### src/design/msp_frame_encoder_unit_assert.svh
// Assertion macros for the frame encoder.
`ifndef MSP_FRAME_ENCODER_UNIT_ASSERT_SVH
`define MSP_FRAME_ENCODER_UNIT_ASSERT_SVH

// same-cycle implication
`define MFE_ASSERT_NOW(label, clk, rst_n, pre, post, msg) \
    label: assert property (@(posedge clk) disable iff (!rst_n) (pre) |-> (post)) \
        else $error(msg);

// next-cycle implication
`define MFE_ASSERT_NEXT(label, clk, rst_n, pre, post, msg) \
    label: assert property (@(posedge clk) disable iff (!rst_n) (pre) |=> (post)) \
        else $error(msg);

`endif

### src/design/mfe_pkg.sv
`default_nettype none
package mfe_pkg;

    localparam int MaxResults = 9;
    localparam int CntW       = 4;
    localparam int InDataW    = 56;

    localparam logic [7:0] StartChar    = 8'h24;
    localparam logic [7:0] ByteMask     = 8'hFF;
    localparam logic [7:0] CrcPoly      = 8'hD5;
    localparam logic [7:0] MagicV1Reset = 8'd77;
    localparam logic [7:0] MagicV2Reset = 8'd88;
    localparam logic [7:0] FlagByte     = 8'h00;

    localparam logic OpStart   = 1'b0;
    localparam logic OpPayload = 1'b1;

    localparam logic [7:0] CfgMagicV1 = 8'd0;
    localparam logic [7:0] CfgMagicV2 = 8'd1;

    typedef struct packed {
        logic        opcode;
        logic        version;
        logic [7:0]  direction;
        logic [15:0] command;
        logic [15:0] length;
        logic [7:0]  data_byte;
        logic [7:0]  hdr_crc;   // CRC over flag and command bytes
    } t_item;

    typedef struct packed {
        logic [MaxResults-1:0][7:0] bytes;
        logic [CntW-1:0]            cnt;
        logic                       done;
        logic                       err;
    } t_burst;

    function automatic logic [7:0] crc8_step(logic [7:0] crc, logic [7:0] b);
        logic [7:0] c;
        c = crc ^ b;
        for (int i = 0; i < 8; i++) begin
            c = c[7] ? ((c << 1) ^ CrcPoly) : (c << 1);
        end
        return c & ByteMask;
    endfunction

endpackage
`default_nettype wire

### src/design/mfe_in_stage.sv
`default_nettype none
module mfe_in_stage (
    input  wire logic                         i_clk,
    input  wire logic                         i_rst_n,
    input  wire logic                         i_valid,
    output logic                              o_ready,
    input  wire logic                         i_opcode,
    input  wire logic [mfe_pkg::InDataW-1:0]  i_data,
    output logic                              o_valid,
    output mfe_pkg::t_item                    o_item,
    input  wire logic                         i_take
);

    logic           r_valid;
    mfe_pkg::t_item r_item;
    mfe_pkg::t_item n_item;
    logic [7:0]     w_crc_lo;

    assign o_ready = !r_valid || i_take;
    assign o_valid = r_valid;
    assign o_item  = r_item;

    // flag byte is zero, so the CRC after it stays zero
    assign w_crc_lo = mfe_pkg::crc8_step(mfe_pkg::FlagByte, i_data[16:9]);

    always_comb begin
        n_item           = '0;
        n_item.opcode    = i_opcode;
        n_item.version   = i_data[0];
        n_item.direction = i_data[8:1];
        n_item.command   = i_data[24:9];
        n_item.length    = i_data[40:25];
        n_item.data_byte = i_data[48:41];
        n_item.hdr_crc   = mfe_pkg::crc8_step(w_crc_lo, i_data[24:17]);
    end

    always_ff @(posedge i_clk) begin
        if (!i_rst_n) begin
            r_valid <= 1'b0;
        end else if (o_ready) begin
            r_valid <= i_valid;
        end
    end

    always_ff @(posedge i_clk) begin
        if (o_ready && i_valid) begin
            r_item <= n_item;
        end
    end

endmodule
`default_nettype wire

### src/design/mfe_frame_builder.sv
`default_nettype none
module mfe_frame_builder (
    input  wire logic            i_clk,
    input  wire logic            i_rst_n,
    input  wire logic            i_cfg_valid,
    input  wire logic [7:0]      i_cfg_index,
    input  wire logic [7:0]      i_cfg_data,
    input  wire mfe_pkg::t_item  i_item,
    input  wire logic            i_load,
    output mfe_pkg::t_burst      o_burst
);

    logic        w_sel_magic1;
    logic [7:0]  r_magic1;
    logic [7:0]  r_magic2;
    logic        r_open;
    logic        r_v2;
    logic [15:0] r_left;
    logic [7:0]  r_check;

    logic        n_open;
    logic        n_v2;
    logic [15:0] n_left;
    logic [7:0]  n_check;

    logic [7:0]  w_crc_len_lo;
    logic [7:0]  w_crc_hdr;
    logic [7:0]  w_v1_check;
    logic [7:0]  w_pay_check;
    logic        w_len_zero;
    logic        w_start_err;

    mfe_pkg::t_burst n_burst;

    assign w_crc_len_lo = mfe_pkg::crc8_step(i_item.hdr_crc, i_item.length[7:0]);
    assign w_crc_hdr    = mfe_pkg::crc8_step(w_crc_len_lo, i_item.length[15:8]);
    assign w_v1_check   = i_item.length[7:0] ^ i_item.command[7:0];
    assign w_pay_check  = r_v2 ? mfe_pkg::crc8_step(r_check, i_item.data_byte)
                               : (r_check ^ i_item.data_byte);
    assign w_len_zero   = (i_item.length == 16'd0);
    assign w_start_err  = r_open || (!i_item.version && (i_item.length[15:8] != 8'd0));

    always_comb begin
        n_burst = '0;
        n_open  = r_open;
        n_v2    = r_v2;
        n_left  = r_left;
        n_check = r_check;
        unique case (i_item.opcode)
            mfe_pkg::OpStart: begin
                if (w_start_err) begin
                    n_burst.cnt = mfe_pkg::CntW'(1);
                    n_burst.err = 1'b1;
                end else begin
                    n_v2     = i_item.version;
                    n_left   = i_item.length;
                    n_open   = !w_len_zero;
                    n_burst.bytes[0] = mfe_pkg::StartChar;
                    n_burst.bytes[2] = i_item.direction;
                    n_burst.done     = w_len_zero;
                    if (i_item.version) begin
                        n_check          = w_crc_hdr;
                        n_burst.bytes[1] = r_magic2;
                        n_burst.bytes[3] = mfe_pkg::FlagByte;
                        n_burst.bytes[4] = i_item.command[7:0];
                        n_burst.bytes[5] = i_item.command[15:8];
                        n_burst.bytes[6] = i_item.length[7:0];
                        n_burst.bytes[7] = i_item.length[15:8];
                        n_burst.bytes[8] = w_crc_hdr;
                        n_burst.cnt      = w_len_zero ? mfe_pkg::CntW'(9)
                                                      : mfe_pkg::CntW'(8);
                    end else begin
                        n_check          = w_v1_check;
                        n_burst.bytes[1] = r_magic1;
                        n_burst.bytes[3] = i_item.length[7:0];
                        n_burst.bytes[4] = i_item.command[7:0];
                        n_burst.bytes[5] = w_v1_check;
                        n_burst.cnt      = w_len_zero ? mfe_pkg::CntW'(6)
                                                      : mfe_pkg::CntW'(5);
                    end
                    if (w_len_zero) begin
                        n_left = 16'd0;
                    end
                end
            end
            mfe_pkg::OpPayload: begin
                if (!r_open) begin
                    n_burst.cnt = mfe_pkg::CntW'(1);
                    n_burst.err = 1'b1;
                end else begin
                    n_check          = w_pay_check;
                    n_left           = r_left - 16'd1;
                    n_burst.bytes[0] = i_item.data_byte;
                    n_burst.bytes[1] = w_pay_check;
                    if (r_left == 16'd1) begin
                        n_open       = 1'b0;
                        n_burst.done = 1'b1;
                        n_burst.cnt  = mfe_pkg::CntW'(2);
                    end else begin
                        n_burst.cnt  = mfe_pkg::CntW'(1);
                    end
                end
            end
            default: begin
                n_burst = '0;
            end
        endcase
    end

    assign o_burst = n_burst;

    // register writes
    assign w_sel_magic1 = (i_cfg_index == mfe_pkg::CfgMagicV1);

    always_ff @(posedge i_clk) begin
        if (!i_rst_n) begin
            r_magic1 <= mfe_pkg::MagicV1Reset;
            r_magic2 <= mfe_pkg::MagicV2Reset;
        end else if (i_cfg_valid) begin
            if (w_sel_magic1) begin
                r_magic1 <= i_cfg_data;
            end else if (i_cfg_index == mfe_pkg::CfgMagicV2) begin
                r_magic2 <= i_cfg_data;
            end
        end
    end

    always_ff @(posedge i_clk) begin
        if (!i_rst_n) begin
            r_open  <= 1'b0;
            r_v2    <= 1'b0;
            r_left  <= 16'd0;
            r_check <= 8'd0;
        end else if (i_load) begin
            r_open  <= n_open;
            r_v2    <= n_v2;
            r_left  <= n_left;
            r_check <= n_check;
        end
    end

endmodule
`default_nettype wire

### src/design/mfe_out_burst.sv
`default_nettype none
module mfe_out_burst (
    input  wire logic             i_clk,
    input  wire logic             i_rst_n,
    input  wire mfe_pkg::t_burst  i_burst,
    input  wire logic             i_load,
    output logic                  o_can_load,
    output logic                  o_valid,
    input  wire logic             i_ready,
    output logic [7:0]            o_byte,
    output logic                  o_done,
    output logic                  o_err,
    output logic                  o_last
);

    logic [mfe_pkg::MaxResults-1:0][7:0] r_bytes;
    logic [mfe_pkg::CntW-1:0]            r_cnt;
    logic                                r_done;
    logic                                r_err;
    logic                                w_take;

    assign o_valid    = (r_cnt != '0);
    assign w_take     = o_valid && i_ready;
    assign o_last     = (r_cnt == mfe_pkg::CntW'(1));
    assign o_can_load = !o_valid || (o_last && i_ready);
    assign o_byte     = r_bytes[0];
    assign o_done     = r_done && o_last;
    assign o_err      = r_err && o_last;

    always_ff @(posedge i_clk) begin
        if (!i_rst_n) begin
            r_cnt <= '0;
        end else if (i_load) begin
            r_cnt <= i_burst.cnt;
        end else if (w_take) begin
            r_cnt <= r_cnt - mfe_pkg::CntW'(1);
        end
    end

    always_ff @(posedge i_clk) begin
        if (i_load) begin
            r_bytes <= i_burst.bytes;
            r_done  <= i_burst.done;
            r_err   <= i_burst.err;
        end else if (w_take) begin
            r_bytes <= r_bytes >> 8;
        end
    end

endmodule
`default_nettype wire

### src/design/msp_frame_encoder_unit.sv
// Channel  Dir  Handshake              Payload
// s        in   i_s_tvalid/o_s_tready  tuser opcode, tdata item fields
// m        out  o_m_tvalid/i_m_tready  tdata out_byte, tuser flags, tlast
// cfg      in   i_cfg_valid/o_cfg_ready  index, magic byte
//
// One output word per cycle; stalls on m hold the current word and back up to s.
// A start item gives 5 to 9 words (1 when rejected), a payload item 1 or 2; the
// single output port sets the rate. Input and output stages are registered. Next
// item is taken while the last word of the current burst leaves. Synchronous
// active-low reset empties both stages and closes any open frame.
`default_nettype none
module msp_frame_encoder_unit (
    input  wire logic        i_clk,
    input  wire logic        i_rst_n,
    input  wire logic        i_s_tvalid,
    output logic             o_s_tready,
    input  wire logic [55:0] i_s_tdata,   // version, direction, command, length, data_byte
    input  wire logic        i_s_tuser,   // opcode
    output logic             o_m_tvalid,
    input  wire logic        i_m_tready,
    output logic [7:0]       o_m_tdata,   // out_byte
    output logic [1:0]       o_m_tuser,   // frame_done, error
    output logic             o_m_tlast,   // last
    input  wire logic        i_cfg_valid,
    output logic             o_cfg_ready,
    input  wire logic [7:0]  i_cfg_index,
    input  wire logic [7:0]  i_cfg_data
);

    logic            w_in_valid;
    mfe_pkg::t_item  w_item;
    mfe_pkg::t_burst w_burst;
    logic            w_can_load;
    logic            w_load;
    logic            w_done;
    logic            w_err;

    assign o_cfg_ready = 1'b1;
    assign w_load      = w_in_valid && w_can_load;
    assign o_m_tuser   = {w_err, w_done};

    mfe_in_stage u_in (
        .i_clk    (i_clk),
        .i_rst_n  (i_rst_n),
        .i_valid  (i_s_tvalid),
        .o_ready  (o_s_tready),
        .i_opcode (i_s_tuser),
        .i_data   (i_s_tdata),
        .o_valid  (w_in_valid),
        .o_item   (w_item),
        .i_take   (w_load)
    );

    mfe_frame_builder u_build (
        .i_clk       (i_clk),
        .i_rst_n     (i_rst_n),
        .i_cfg_valid (i_cfg_valid),
        .i_cfg_index (i_cfg_index),
        .i_cfg_data  (i_cfg_data),
        .i_item      (w_item),
        .i_load      (w_load),
        .o_burst     (w_burst)
    );

    mfe_out_burst u_out (
        .i_clk      (i_clk),
        .i_rst_n    (i_rst_n),
        .i_burst    (w_burst),
        .i_load     (w_load),
        .o_can_load (w_can_load),
        .o_valid    (o_m_tvalid),
        .i_ready    (i_m_tready),
        .o_byte     (o_m_tdata),
        .o_done     (w_done),
        .o_err      (w_err),
        .o_last     (o_m_tlast)
    );

`include "msp_frame_encoder_unit_assert.svh"

    `MFE_ASSERT_NOW(a_err_word, i_clk, i_rst_n, o_m_tvalid && w_err, o_m_tlast && (o_m_tdata == 8'd0) && !w_done, "error word malformed")
    `MFE_ASSERT_NOW(a_done_last, i_clk, i_rst_n, o_m_tvalid && w_done, o_m_tlast, "checksum not last word")
    `MFE_ASSERT_NEXT(a_burst_kept, i_clk, i_rst_n, o_m_tvalid && !o_m_tlast, o_m_tvalid, "burst cut short")
    `MFE_ASSERT_NOW(a_load_slot, i_clk, i_rst_n, w_load, !o_m_tvalid || (o_m_tlast && i_m_tready), "burst overwritten")

endmodule
`default_nettype wire

### config.mk
export PLATFORM = sky130hd
export DESIGN_NAME = msp_frame_encoder_unit
export DESIGN_NICKNAME = d
export VERILOG_FILES = /design/src/design/mfe_pkg.sv /design/src/design/mfe_in_stage.sv /design/src/design/mfe_frame_builder.sv /design/src/design/mfe_out_burst.sv /design/src/design/msp_frame_encoder_unit.sv
export VERILOG_INCLUDE_DIRS = /design/src /design/src/design
export SDC_FILE = /design/constraint.sdc
export NUM_CORES = 1
export LEC_CHECK = 0
export ABC_AREA = 1
export BUFFER_PORTS_ARGS = -buffer_cell sky130_fd_sc_hd__buf_2
export CAP_MARGIN = 10
export CORE_ASPECT_RATIO = 1.25
export CORE_MARGIN = 10
export CORE_UTILIZATION = 35
export DETAILED_ROUTE_END_ITERATION = 7
export GPL_TIMING_DRIVEN = 0
export PLACE_DENSITY = 0.57
export SLEW_MARGIN = 20
export SYNTH_ARGS = -nofsm -noshare
export SYNTH_HDL_FRONTEND = slang
export SYNTH_SLANG_ARGS = --single-unit
export TNS_END_PERCENT = 100
### constraint.sdc
create_clock -name i_clk -period 3.8 [get_ports i_clk]
set_input_delay 0.57 -clock i_clk [delete_from_list [all_inputs] [get_ports i_clk]]
set_output_delay 0.57 -clock i_clk [all_outputs]
set_load 0.01 [all_outputs]
# After elaboration in Yosys (flattened, before gate mapping)

Cells that the tools add are included.

Bits of input ports: 78
Output and inout bits: 14
Flip-flop bits (word level): 179
Logic and storage cells: 181

Reduce and logical (&&, ||, !) cells: 24
Mux-type cells: 75
Add/sub/neg operators: 2
Equality and inequality tests: 5
Bitwise gates (word level): 48

Operator list:

| kind                                                                    | count |
|---|---|
| 8-bit 2-to-1 mux                                                        | 45 |
| 72-bit 2-to-1 mux                                                       | 3 |
| 5-bit inverter                                                          | 40 |
| 16-bit 2-to-1 mux                                                       | 4 |
| 56-bit 2-to-1 mux                                                       | 1 |
| 24-bit 2-to-1 mux                                                       | 2 |
| 22-bit one-hot mux with 2 select lines                                  | 1 |
| 8-bit XOR                                                               | 5 |
| 16-bit one-hot mux with 2 select lines                                  | 1 |
| 16-bit by 1-bit equality test with 1-bit output (second input constant) | 1 |
| 16-bit zero test                                                        | 1 |
| 4-bit 2-to-1 mux                                                        | 4 |
| 8-bit one-hot mux with 2 select lines                                   | 1 |
| 16-bit by 1-bit subtractor with 16-bit output (second input constant)   | 1 |
| 1-bit 2-to-1 mux                                                        | 9 |
| 3-bit AND reduction                                                     | 3 |
| 8-bit by 1-bit equality test with 1-bit output (second input constant)  | 1 |
| 8-bit zero test                                                         | 1 |
| 8-bit nonzero test                                                      | 1 |
| 1-bit logical AND                                                       | 7 |
| 2-bit 2-to-1 mux                                                        | 3 |
| 4-bit by 1-bit equality test with 1-bit output (second input constant)  | 1 |
| 1-bit zero test                                                         | 4 |
| 2-bit AND reduction                                                     | 2 |
| other kinds (8)                                                         | 12 |

# Longest topological paths before layout

Word-level depth: 38
Mapped depth: 34
Depth with buffers taken out: 34

# By module

From an unflattened synthesis, not the netlist that was laid out.

Cells, all modules: 1,329
Area total of the unflattened synthesis: 10,557.6 sq um

Modules (own cells, without submodules):

| module                 | instances | sequential area each (sq um) | cells an instance | area each (sq um) |
|---|---|---|---|---|
| mfe_frame_builder      | 1         | 840.8                        | 729               | 4,301.6 |
| mfe_out_burst          | 1         | 2,302.2                      | 350               | 3,503.4 |
| mfe_in_stage           | 1         | 1,761.7                      | 244               | 2,718.9 |
| msp_frame_encoder_unit | 1         | 0.0                          | 6                 | 33.8 |

# Worst setup path after synthesis

No wires, ideal clock.

Kind: input-to-reg
Start point: input i_s_tdata[13]
End point: register u_in.r_item (netlist bit u_in.o_item[4]), data pin
Required time: 3,546 ps
Library setup time: 254 ps
Path buffers: 0
Arrival: 2,888 ps
Stages on the path: 12
Setup slack: 658 ps
Cells stage by stage: xor2_2 -> xnor2_2 -> xor2_2 -> xnor2_2 -> xor2_2 -> xor2_2 -> xnor2_2 -> xor2_2 -> xnor2_2 -> xor2_2 -> xor2_1 -> inv_1

RTL lines:

| item                 | line                         | text |
|---|---|---|
| from (decl)          | msp_frame_encoder_unit.sv:17 | `input wire logic [55:0] i_s_tdata,` |
| to (signal assigned) | mfe_in_stage.sv:47           | `r_item <= n_item;` |
| to (decl)            | mfe_in_stage.sv:15           | `mfe_pkg::t_item r_item;` |

# Worst setup path after layout

Start point: register u_in.r_item (netlist bit u_in.o_item[23])
End point: register u_build.r_check[5]

Longest elaborated chain between the ends: 28
Elaborated cells on any way between the ends: 35
Those cells by class: mux: 19; bitwise: 16

Ends and longest elaborated chain:

| item                                                         | line                     | text |
|---|---|---|
| 8-bit XOR *                                                  | mfe_pkg.sv:40            | `c = crc ^ b;` |
| 8-bit 2-to-1 mux *                                           | mfe_pkg.sv:42            | `c = c[7] ? ((c << 1) ^ CrcPoly) : (c << 1);` |
| 5-bit inverter (no line) or 8-bit 2-to-1 mux (tied branches) | -                        |  |
| 8-bit 2-to-1 mux * (3 in a row)                              | mfe_pkg.sv:42            |  |
| 5-bit inverter (no line) or 8-bit 2-to-1 mux (tied branches) | -                        |  |
| 8-bit 2-to-1 mux * (2 in a row)                              | mfe_pkg.sv:42            |  |
| 5-bit inverter (no line) or 8-bit 2-to-1 mux (tied branches) | -                        |  |
| 8-bit 2-to-1 mux * (2 in a row)                              | mfe_pkg.sv:42            |  |
| [... 4 more ...]                                             | -                        |  |
| 8-bit 2-to-1 mux * (3 in a row)                              | mfe_pkg.sv:42            |  |
| 5-bit inverter (no line) or 8-bit 2-to-1 mux (tied branches) | -                        |  |
| 8-bit 2-to-1 mux * (2 in a row)                              | mfe_pkg.sv:42            |  |
| 5-bit inverter (no line) or 8-bit 2-to-1 mux (tied branches) | -                        |  |
| 8-bit 2-to-1 mux * (2 in a row)                              | mfe_pkg.sv:42            |  |
| 8-bit 2-to-1 mux *                                           | mfe_frame_builder.sv:61  | `if (i_item.version) begin` |
| 8-bit 2-to-1 mux *                                           | mfe_frame_builder.sv:51  | `if (w_start_err) begin` |
| 8-bit one-hot mux with 2 select lines *                      | mfe_frame_builder.sv:49  | `unique case (i_item.opcode)` |
| to (signal assigned)                                         | mfe_frame_builder.sv:138 | `r_check <= n_check;` |
| to (decl)                                                    | mfe_frame_builder.sv:19  | `logic [7:0] r_check;` |

Mark *: on every way between the ends. The rest lies on a longest branch, timed or not. The select of a mux whose other input is x is not followed.
A chain may end at the register's enable or synchronous reset.

==> impl_metrics.py <==
metrics = {
    "yosys": {
        "yosysTopAreaCell": "edfxtp_1",
        "synthTopCellsByCount": "nand2_1 (259), edfxtp_1 (132), o21ai_0 (93), inv_1 (86), nand3_1 (78)",
        "synth_edf_count": 132,
        "synthFlopType": "edfxtp_1",
        "synth_cell_types": 39,
        "netlist_instances": 1050,
        "synth_area_per_cell_um2": 9.08,
        "ys_ff_latch": 179,
        "seq_area_frac_synth_pct": 51.4,
        "synthArstFlopShare_pct": 0,
        "ys_warn_count": 0,
        "syn_area_um2": 9540,
        "synth_area_leaders": "edfxtp_1 (42%), nand2_1 (10%), dfxtp_1 (9.9%)",
        "synth.most_common_cell": "nand2_1",
        "synthesis.nets": 1133,
        "synth_top_area_share_pct": 41.6,
    },
    "worst_setup_path": {
        "critical_path_class": "flip-flop to flip-flop",
        "slowest_delay_ps": 500,
        "critPathMaxFanout": 6,
        "start_kind": "flip-flop",
        "arrival_ps": 3980,
        "end_kind": "flip-flop",
        "cp.required_ps": 4170,
        "crit_path_top_delay_cell": "edfxtp_1",
        "cpMostUsedCell": "nand2_2",
    },
    "placed_design": {
        "placed_area_um2": 10400,
        "dp_hpwl_um": 20100,
        "dp_cells": 1480,
        "routabilityCongestion": 0.908,
        "portBuffers": 83,
    },
    "finish": {
        "area_delta_synth_final_pct": 19.6,
        "drive_gt1_share_pct": 19.6,
        "nets": 1255,
        "final_cells": 1530,
        "stdcell_area_um2": 11400,
        "antenna_cells": 0,
    },
    "job": {
        "drv_cap": 0,
    },
    "cts": {
        "h-tree-depth": 4,
        "cts_buffers": 17,
        "clk_pin_slew_ps": 80,
        "cts_hold_buf": 0,
        "cts.sinks": 179,
        "clk_path_buf_depth": 2,
        "cts_tree": "done",
        "root_buffer": "clkbuf_16",
        "clk_latency_ps": 440,
    },
    "global_route": {
        "grt_antenna_before_repair": 0,
        "grt_overflow": 0,
        "grt_pass1_wl_um": 41200,
        "grt_util_all_layers_pct": 15.2,
        "grt_pass1_vias": 7517,
        "grt_start_max_net_pins": 45,
    },
    "sta": {
        "setup_viol": 0,
        "fin_crit_sh_pct": 95.0,
        "timing.hold.ws_ps": 297,
        "worst_pin_slew_ps": 850,
        "maxSlewHeadroom_pct": 43.1,
        "post-route-min-period_ps": 3610,
        "skew_ps": 11.3,
        "drv_slew": 0,
        "fmax_ghz": 0.277,
        "fin_setup_tns_ps": 0,
        "finalHoldViolations": 0,
    },
    "die": {
        "coreArea_um2": 26800,
        "die_w_um": 168,
        "pin_count": 92,
        "die_area_um2": 34300,
        "start_util_pct": 35.6,
        "rows": 67,
        "die_h_um": 205,
    },
    "outcome": {
        "outcome": "finished, final reports clean",
    },
    "worst_hold_path": {
        "hp-class": "input port to flip-flop",
    },
    "drt": {
        "dr.pass1.iters": 5,
        "wl_per_cell_um": 17.6,
        "via_per_inst": 5.02,
        "drt_iter0_markers": 507,
        "vias": 7685,
        "drc": 0,
        "routed_wl_um": 27000,
        "ant_nets": 0,
    },
}
==> routing by layer <==
layer	GRT usage (%)	part of all wire (%)	routed length, um	vias up
met5	0	0	0	-
met4	5.67	2.6	707	0
met3	3.51	5.8	1570	42
met2	26.2	50	13400	233
met1	18.2	42	11300	3612
li1	-	-	-	3798
==> through the flow <==
step	util [%]	setup slack, ps
after global routing	42.5	-77.0
after global placement	38.7	-183
after floorplan	-	658
after detailed placement	38.9	-50.5
final	42.5	190
after CTS	41.2	18.6
==> worst paths after layout <==
| path | slack, ps | start | end | cells after the start |
|---|---|---|---|---|
| worst max register to register | 190 | u_in.o_item[23] | u_build.r_check[5] | 28 |
| worst max-delay path | 190 | u_in.o_item[23] | u_build.r_check[5] | 28 |
| worst min register to register | 460 | u_build.r_magic1[0] | u_build.r_magic1[0] | 2 |
| worst min-delay path | 300 | i_s_tdata[0] | u_in.o_item[56] | 1 |
==> what timing repair did <==
action / CTS / global route
buffers inserted: 2 / 16
pin swaps: 0 / 12
gates resized for setup: 3 / 61
setup endpoints to repair: 3 / 17
==> area by class of cell <==
class,instances,area [um2]
Tap cell,345,432
Fill cell,2677,15400
Inverter,91,344
Multi-Input combinational cell,737,4320
Clock inverter,14,176
Clock buffer,18,429
Timing Repair Buffer,103,594
Buffer,43,208
Sequential cell,179,4900
==> state kept, by name, summed over array words and instances (netlist names), 4 cells and up <==
name,cells
u_build.r_check,8
u_build.r_left,16
u_build.r_magic1,8
u_build.r_magic2,8
u_in.o_item,58
u_out.o_byte,8
u_out.r_bytes,64
u_out.r_cnt,4
==> critical path: cells and delay by family, from the launching register on <==
kind / cells / cell delay, ps
compound gates: 2 / 280
xor+xnor: 1 / 200
buf+inv: 3 / 320
flops: 1 / 500
simple gates: 22 / 2220
==> placed cells by master (no fill, tap or decap), types with 17 or more instances in the layout <==
cell,count
buf_2,84
dfxtp_1,47
o21ai_0,92
clkbuf_16,17
buf_4,29
edfxtp_1,132
clkbuf_1,30
nand2_1,223
a21oi_1,38
nor2_1,60
nand3_1,68
xor2_1,56
xnor2_1,32
nand2_2,40
inv_1,83
==> logic make-up (layout without fill, tap and decap cells) <==
group / count (synthesis) / in the layout / share of synthesized area [%]
AO/OA/AOI/OAI: 194 / 194 / 12.0
XOR/XNOR: 108 / 108 / 11.2
adder cells (fa/ha/maj): 5 / 5 / 0.656
buffers and inverters: 134 / 269 / 5.76
flip-flops: 179 / 179 / 51.4
multiplexers: 4 / 4 / 0.420
other: 1 / 1 / 0.0393
AND/OR/NAND/NOR: 425 / 425 / 18.6
Power is left out: the tool's default activity adds up to more than one toggle a clock period on the data nets, which glitch-free logic cannot reach.
